--- src/rtl/core/ppc_pkg.sv ---
// shared types and constants of the polygon plane clipper
`timescale 1ns / 1ps
package ppc_pkg;

	localparam int MAX_VERTS = 16;
	localparam int IW        = $clog2(MAX_VERTS);
	localparam int CW        = $clog2(MAX_VERTS + 1);
	localparam int DW        = 52;
	localparam int ENTRY_W   = 3 * 32 + DW + 2;
	localparam int DIV_STEPS = 31;
	localparam int DCW       = $clog2(DIV_STEPS);

	// configuration register indexes
	localparam logic [2:0] CFG_NX  = 3'd0;
	localparam logic [2:0] CFG_NY  = 3'd1;
	localparam logic [2:0] CFG_NZ  = 3'd2;
	localparam logic [2:0] CFG_PD  = 3'd3;
	localparam logic [2:0] CFG_TOL = 3'd4;

	// multiplier operand selection for the distance dot product
	localparam logic [1:0] MSEL_X = 2'd0;
	localparam logic [1:0] MSEL_Y = 2'd1;
	localparam logic [1:0] MSEL_Z = 2'd2;

	typedef enum logic [1:0] {
		SD_FRONT = 2'd0,
		SD_BACK  = 2'd1,
		SD_ON    = 2'd2
	} side_t;

	typedef enum logic [4:0] {
		ST_IDLE,
		ST_MUL0,
		ST_MUL1,
		ST_MUL2,
		ST_ACC,
		ST_STORE,
		ST_CLOSE,
		ST_EMPTY,
		ST_RD_FIRST,
		ST_LAT_FIRST,
		ST_RD_NEXT,
		ST_LAT_NEXT,
		ST_KEEP,
		ST_DIV_INIT,
		ST_DIV,
		ST_LERP_MUL,
		ST_LERP_ADD,
		ST_PUT_SPLIT,
		ST_ADVANCE,
		ST_FINISH
	} state_t;

	typedef struct packed {
		logic       latch;
		logic       mul_en;
		logic [1:0] mul_sel;
		logic       acc_init;
		logic       acc_add;
		logic       store;
		logic       put_marker;
		logic       rd;
		logic       rd_first;
		logic       lat_cur;
		logic       lat_nxt;
		logic       put_cur;
		logic       div_init;
		logic       div_step;
		logic       lerp_mul;
		logic       lerp_add;
		logic       put_split;
		logic       advance;
		logic       flush;
		logic       clear;
	} cmd_t;

	typedef struct packed {
		logic last_vtx;
		logic empty_case;
		logic keep;
		logic split;
		logic div_done;
		logic coord_done;
		logic idx_last;
		logic out_free;
	} sts_t;

endpackage

--- src/rtl/core/ppc_ctrl.sv ---
// sequencing state machine of the polygon plane clipper
`timescale 1ns / 1ps
module ppc_ctrl (
	input  logic          clk,
	input  logic          arst_n,
	input  logic          in_valid,
	output logic          in_ready,
	input  ppc_pkg::sts_t sts,
	output ppc_pkg::cmd_t cmd
);
	ppc_pkg::state_t state_q, state_d;

	// state register
	always_ff @(posedge clk or negedge arst_n) begin
		if (!arst_n) begin
			state_q <= ppc_pkg::ST_IDLE;
		end else begin
			state_q <= state_d;
		end
	end

	// next state
	always_comb begin
		state_d = state_q;
		unique case (state_q)
			ppc_pkg::ST_IDLE:      if (in_valid) state_d = ppc_pkg::ST_MUL0;
			ppc_pkg::ST_MUL0:      state_d = ppc_pkg::ST_MUL1;
			ppc_pkg::ST_MUL1:      state_d = ppc_pkg::ST_MUL2;
			ppc_pkg::ST_MUL2:      state_d = ppc_pkg::ST_ACC;
			ppc_pkg::ST_ACC:       state_d = ppc_pkg::ST_STORE;
			ppc_pkg::ST_STORE:
				state_d = sts.last_vtx ? ppc_pkg::ST_CLOSE : ppc_pkg::ST_IDLE;
			ppc_pkg::ST_CLOSE:
				state_d = sts.empty_case ? ppc_pkg::ST_EMPTY : ppc_pkg::ST_RD_FIRST;
			ppc_pkg::ST_EMPTY:     if (sts.out_free) state_d = ppc_pkg::ST_IDLE;
			ppc_pkg::ST_RD_FIRST:  state_d = ppc_pkg::ST_LAT_FIRST;
			ppc_pkg::ST_LAT_FIRST: state_d = ppc_pkg::ST_RD_NEXT;
			ppc_pkg::ST_RD_NEXT:   state_d = ppc_pkg::ST_LAT_NEXT;
			ppc_pkg::ST_LAT_NEXT:  state_d = ppc_pkg::ST_KEEP;
			ppc_pkg::ST_KEEP: begin
				if (!sts.keep || sts.out_free) begin
					state_d = sts.split ? ppc_pkg::ST_DIV_INIT : ppc_pkg::ST_ADVANCE;
				end
			end
			ppc_pkg::ST_DIV_INIT:  state_d = ppc_pkg::ST_DIV;
			ppc_pkg::ST_DIV:       if (sts.div_done) state_d = ppc_pkg::ST_LERP_MUL;
			ppc_pkg::ST_LERP_MUL:  state_d = ppc_pkg::ST_LERP_ADD;
			ppc_pkg::ST_LERP_ADD:
				state_d = sts.coord_done ? ppc_pkg::ST_PUT_SPLIT : ppc_pkg::ST_LERP_MUL;
			ppc_pkg::ST_PUT_SPLIT: if (sts.out_free) state_d = ppc_pkg::ST_ADVANCE;
			ppc_pkg::ST_ADVANCE:
				state_d = sts.idx_last ? ppc_pkg::ST_FINISH : ppc_pkg::ST_RD_NEXT;
			ppc_pkg::ST_FINISH:    if (sts.out_free) state_d = ppc_pkg::ST_IDLE;
			default:               state_d = ppc_pkg::ST_IDLE;
		endcase
	end

	// command outputs
	always_comb begin
		cmd      = '0;
		in_ready = 1'b0;
		unique case (state_q)
			ppc_pkg::ST_IDLE: begin
				in_ready  = 1'b1;
				cmd.latch = in_valid;
			end
			ppc_pkg::ST_MUL0: begin
				cmd.mul_en  = 1'b1;
				cmd.mul_sel = ppc_pkg::MSEL_X;
			end
			ppc_pkg::ST_MUL1: begin
				cmd.mul_en   = 1'b1;
				cmd.mul_sel  = ppc_pkg::MSEL_Y;
				cmd.acc_init = 1'b1;
			end
			ppc_pkg::ST_MUL2: begin
				cmd.mul_en  = 1'b1;
				cmd.mul_sel = ppc_pkg::MSEL_Z;
				cmd.acc_add = 1'b1;
			end
			ppc_pkg::ST_ACC:       cmd.acc_add = 1'b1;
			ppc_pkg::ST_STORE:     cmd.store = 1'b1;
			ppc_pkg::ST_CLOSE:     cmd = '0;
			ppc_pkg::ST_EMPTY: begin
				cmd.put_marker = sts.out_free;
				cmd.clear      = sts.out_free;
			end
			ppc_pkg::ST_RD_FIRST: begin
				cmd.rd       = 1'b1;
				cmd.rd_first = 1'b1;
			end
			ppc_pkg::ST_LAT_FIRST: cmd.lat_cur = 1'b1;
			ppc_pkg::ST_RD_NEXT:   cmd.rd = 1'b1;
			ppc_pkg::ST_LAT_NEXT:  cmd.lat_nxt = 1'b1;
			ppc_pkg::ST_KEEP:      cmd.put_cur = sts.keep && sts.out_free;
			ppc_pkg::ST_DIV_INIT:  cmd.div_init = 1'b1;
			ppc_pkg::ST_DIV:       cmd.div_step = 1'b1;
			ppc_pkg::ST_LERP_MUL:  cmd.lerp_mul = 1'b1;
			ppc_pkg::ST_LERP_ADD:  cmd.lerp_add = 1'b1;
			ppc_pkg::ST_PUT_SPLIT: cmd.put_split = sts.out_free;
			ppc_pkg::ST_ADVANCE:   cmd.advance = 1'b1;
			ppc_pkg::ST_FINISH: begin
				cmd.flush = sts.out_free;
				cmd.clear = sts.out_free;
			end
			default:               cmd = '0;
		endcase
	end
endmodule

--- config.mk ---
export PLATFORM = sky130hd
export DESIGN_NAME = ppc_ctrl
export DESIGN_NICKNAME = d
export VERILOG_FILES = /design/src/rtl/core/ppc_pkg.sv /design/src/rtl/core/ppc_ctrl.sv
export SDC_FILE = /design/constraint.sdc
export NUM_CORES = 1
export LEC_CHECK = 0
export BUFFER_PORTS_ARGS = -buffer_cell sky130_fd_sc_hd__buf_2
export CAP_MARGIN = 30
export CORE_MARGIN = 2
export CORE_UTILIZATION = 51
export CTS_BUF_LIST = sky130_fd_sc_hd__clkbuf_4
export DETAILED_ROUTE_END_ITERATION = 7
export MAX_ROUTING_LAYER = met4
export PLACE_DENSITY = 0.86
export SYNTH_ARGS = -nofsm -noshare
export SYNTH_HDL_FRONTEND = slang
export SYNTH_SLANG_ARGS = --single-unit
export TNS_END_PERCENT = 50
--- constraint.sdc ---
create_clock -name clk -period 5.36 [get_ports clk]
set_clock_uncertainty 0.05 [all_clocks]
set_input_delay 0.804 -clock clk [delete_from_list [all_inputs] [get_ports clk]]
set_output_delay 0.804 -clock clk [all_outputs]
set_load 0.02 [all_outputs]
* After elaboration in Yosys (flattened, before gate mapping)
Index checks and enable logic that the tools add are counted.
** Storage, ports and cells
- Output and inout port bits :: 22
- Bits of input ports :: 11
- Register bits after elaboration :: 5
** Cells by class
- Reductions and logical operators :: 8
- Mux-type cells :: 31
- Eq/ne operators :: 24
** Operators with widths (count)
- $pmux W5 S19 :: 1
- $eq A5 B4 Y1 const B :: 8
- $mux W5 :: 8
- $eq A5 B3 Y1 const B :: 4
- $eq A5 B5 Y1 const B :: 4
- $mux W1 :: 19
- $eq A5 B2 Y1 const B :: 2
- $pmux W3 S3 :: 1
- $ne A2 B2 Y1 const B :: 4
- $reduce_or A2 Y1 :: 3
- $eq A5 B1 Y1 const B :: 1
- $logic_not A5 Y1 :: 1
- $reduce_and A5 Y1 :: 1
- $mux W4 :: 1
- $mux W3 :: 1
- $ne A2 B1 Y1 const B :: 1
- $logic_and A1 B1 Y1 :: 1
- $logic_not A1 Y1 :: 1
- $logic_or A1 B1 Y1 :: 1

* Logic depth before layout (Yosys ltp)
- Word-level depth :: 4
- Gate-level depth with buffers :: 6
- Depth with buffers taken out :: 4

* Worst setup path after synthesis
No wires, ideal clock.
- Kind :: reg-to-output
- Start :: register state_q[2]
- End :: output port cmd[20] (netlist name)
- Slack :: 3.004 ns
- Stages on the path, launching flop included :: 5
- Required time :: 4.506 ns
- Arrival :: 1.502 ns
- Cell sequence :: dfrtp_1 or3_1 buf_2 nor2_1 and2_1
** RTL lines
- start: declaration :: line ppc_ctrl.sv:11 : ppc_pkg::state_t state_q, state_d;
- start signal: assignment :: line ppc_ctrl.sv:16 : state_q <= ppc_pkg::ST_IDLE;
- start signal: assignment :: line ppc_ctrl.sv:18 : state_q <= state_d;
- end: declaration :: line ppc_ctrl.sv:9 : output ppc_pkg::cmd_t cmd

==> impl_metrics.ini <==
[status]
status = completed

[sta]
worstMarginPinSlew_ps = 650
fin_crit_sh = 0.489
hold_viol = 0
tns_ps = 0
setup_viol = 0
maxSlewHeadroom = 0.567
whs_ps = 302
slew_viol_final = 0
fin_ws_ps = 2740
period_needed_ps = 2620
rsz0062_at_grt = no
fmax_ghz = 0.382

[final_layout]
largest_register = state_q
nNetsFinal = 140
multi_input_area_um2 = 497
seqCellArea_um2 = 125
n_antenna_cell = 0
finalNonFillerCells = 143
syn2layout_area_growth_pct = 24.1
largest_reg_flops = 5
final_layout_size_suffix_gt1_frac = 0.305
num-fill-cells = 114
reg.largest.list = state_q: 5 flops

[routing]
drt_iter0_drc = 38
top_layer_used = met4
dr.pass1.iters = 5
wl_per_cell_um = 14.2
wl_um = 2020
num_vias = 896
dr_wl_met2_um = 956
vias_per_cell = 6.27
drc = 0
drtAntennaViolNets = 0
wl_met3_um = 232
drt-met1-wl_um = 772

[worst_setup_path]
cp_data_required_time_ps = 4510
r2r_start = state_q[2]
cp.arrival_ps = 1770
crit_path_end_kind = primary output
cp-start-kind = flop
crit_type = flop to primary output
crit_fanout = 22
cp-startpoint = state_q[1]

[floorplanning]
rows = 13
initial_core_util = 0.539
ios = 33
die_w_um = 40.6
die_area_mm2 = 0.00165
core_mm2 = 0.00127
die_y_um = 40.6

[logic_synthesis]
synthesis.area_um2 = 684
synthTopCellsByCount = nor2_1 (18), clkbuf_1 (7)
synth_nets = 113
async_flop_share = 1.00
ys_warn_count = 0
ys_ff_latch = 5
synth_ff_type = dfrtp_1
synth.distinct_cells = 35
netlist.area_leader.share = 0.183
synth_edf_count = 0
synth.most_common_cell = nor2_1
ys_seq_area_frac = 0.183
avgSynthCellArea_um2 = 6.71
synthTopCellsByArea = dfrtp_1 (18%), nor2_1 (9.9%), nand2b_1 (4.6%)
synth_cells = 102
synth_top_area_cell = dfrtp_1

[clock_tree]
numCtsBuffers = 3
post_cts_buffers = 0
cts_max_path_buffers = 2
ctsHoldBuffers = 0
cts.sinks = 5
root_buffer = clkbuf_4
clk_latency_ps = 260
clk_pin_slew_worst_paths_ps = 50
cts_max_level = 1
cts_resized = 0
cts_tree = done

[power_and_ir_drop]
power_frac_comb = 0.641
power_frac_clock = 0.108
seqPwrFrac = 0.252
p_total_mw = 0.497
p_per_area_mw_per_mm2 = 585
ir_drop_mv = 0.322
p_leak_nw = 0.414
switching_share = 0.552
p_switching_mw = 0.274
internal_power_mw = 0.222

[grt]
antenna_found_initial = 0
grt_pass1_vias = 672
grt_max_degree = 23
grt_pass1_wl_um = 2890
groute.usage.overall = 0.278
gr-total-overflow = 0

[placed_design]
place_inst = 139
io_buffers = 32
place_hpwl_um = 1470
pre_cts_ws_ps = 3030
gp_congestion = 0.854

[worst_hold_path]
hold_path.class = primary input to async pin

[job]
drv_cap = 0
worst max-delay path, stage by stage, from the launching register on:
cell and delay, ps:
dfrtp_1 620, or2_2 470, nor2_1 130, and2_1 130
buf_2 150
worst paths after layout:
kind,endpoint,slack (ps),depth (start not counted)
setup / recovery,cmd[20],2740,4
hold / removal,state_q[4],300,1
setup reg to reg,state_q[4],3380,4
hold reg to reg,state_q[4],670,2
max in group asynchronous,state_q[2],4820,1
min in group clk,state_q[4],670,2
placed cells by master, fill, tap and decap left out, types with 4 or more instances in the layout:
cell,instances
buf_2,32
dfrtp_1,5
inv_1,5
a31oi_1,4
nand2_1,5
o22ai_1,4
nand2b_1,5
clkbuf_4,4
nor2_1,18
a21oi_1,4
nor2b_1,5
nand3b_1,4
per-stage QoR:
| stage | util | cell area, µm² |
|---|---|---|
| after floorplan | - | 684 |
| after global placement | 0.646 | 820 |
| final | 0.670 | 850 |
| after CTS | 0.670 | 850 |
| after detailed placement | 0.646 | 820 |
| after global routing | 0.670 | 850 |
power groups by stage:
| stage | clock network (mW) | registers, mW | logic, mW |
|---|---|---|---|
| after detailed placement | 0 | 0.122 | 0.313 |
| final | 0.0535 | 0.125 | 0.318 |
| after global routing | 0.0568 | 0.128 | 0.350 |
| after CTS | 0.0534 | 0.121 | 0.315 |
| after floorplan | 0 | 0.0718 | 0.296 |
| after global placement | 0 | 0.120 | 0.309 |
per-layer routing:
layer  global-route usage  vias up
met5                    -        -
met4                0.150        0
met3               0.0489        9
met2                0.452       68
met1                0.322      403
li1                     -      416
logic make-up after synthesis:
family                 Yosys count  synth area share
multiplexers                     2            0.0293
XOR/XNOR                         1            0.0128
buffers and inverters           15            0.0914
AND/OR/NAND/NOR                 56             0.457
flip-flops                       5             0.183
AO/OA/AOI/OAI                   23             0.227
final cells by class:
| cell class | instances | share of cell area |
|---|---|---|
| Multi-Input combinational cell | 82 | 0.585 |
| Timing Repair Buffer | 32 | 0.189 |
| Sequential cell | 5 | 0.147 |
| Clock buffer | 4 | 0.0353 |
| Inverter | 5 | 0.0221 |
| Tap cell | 15 | 0.0221 |
Note: power is estimated with default switching activity, not from simulation.
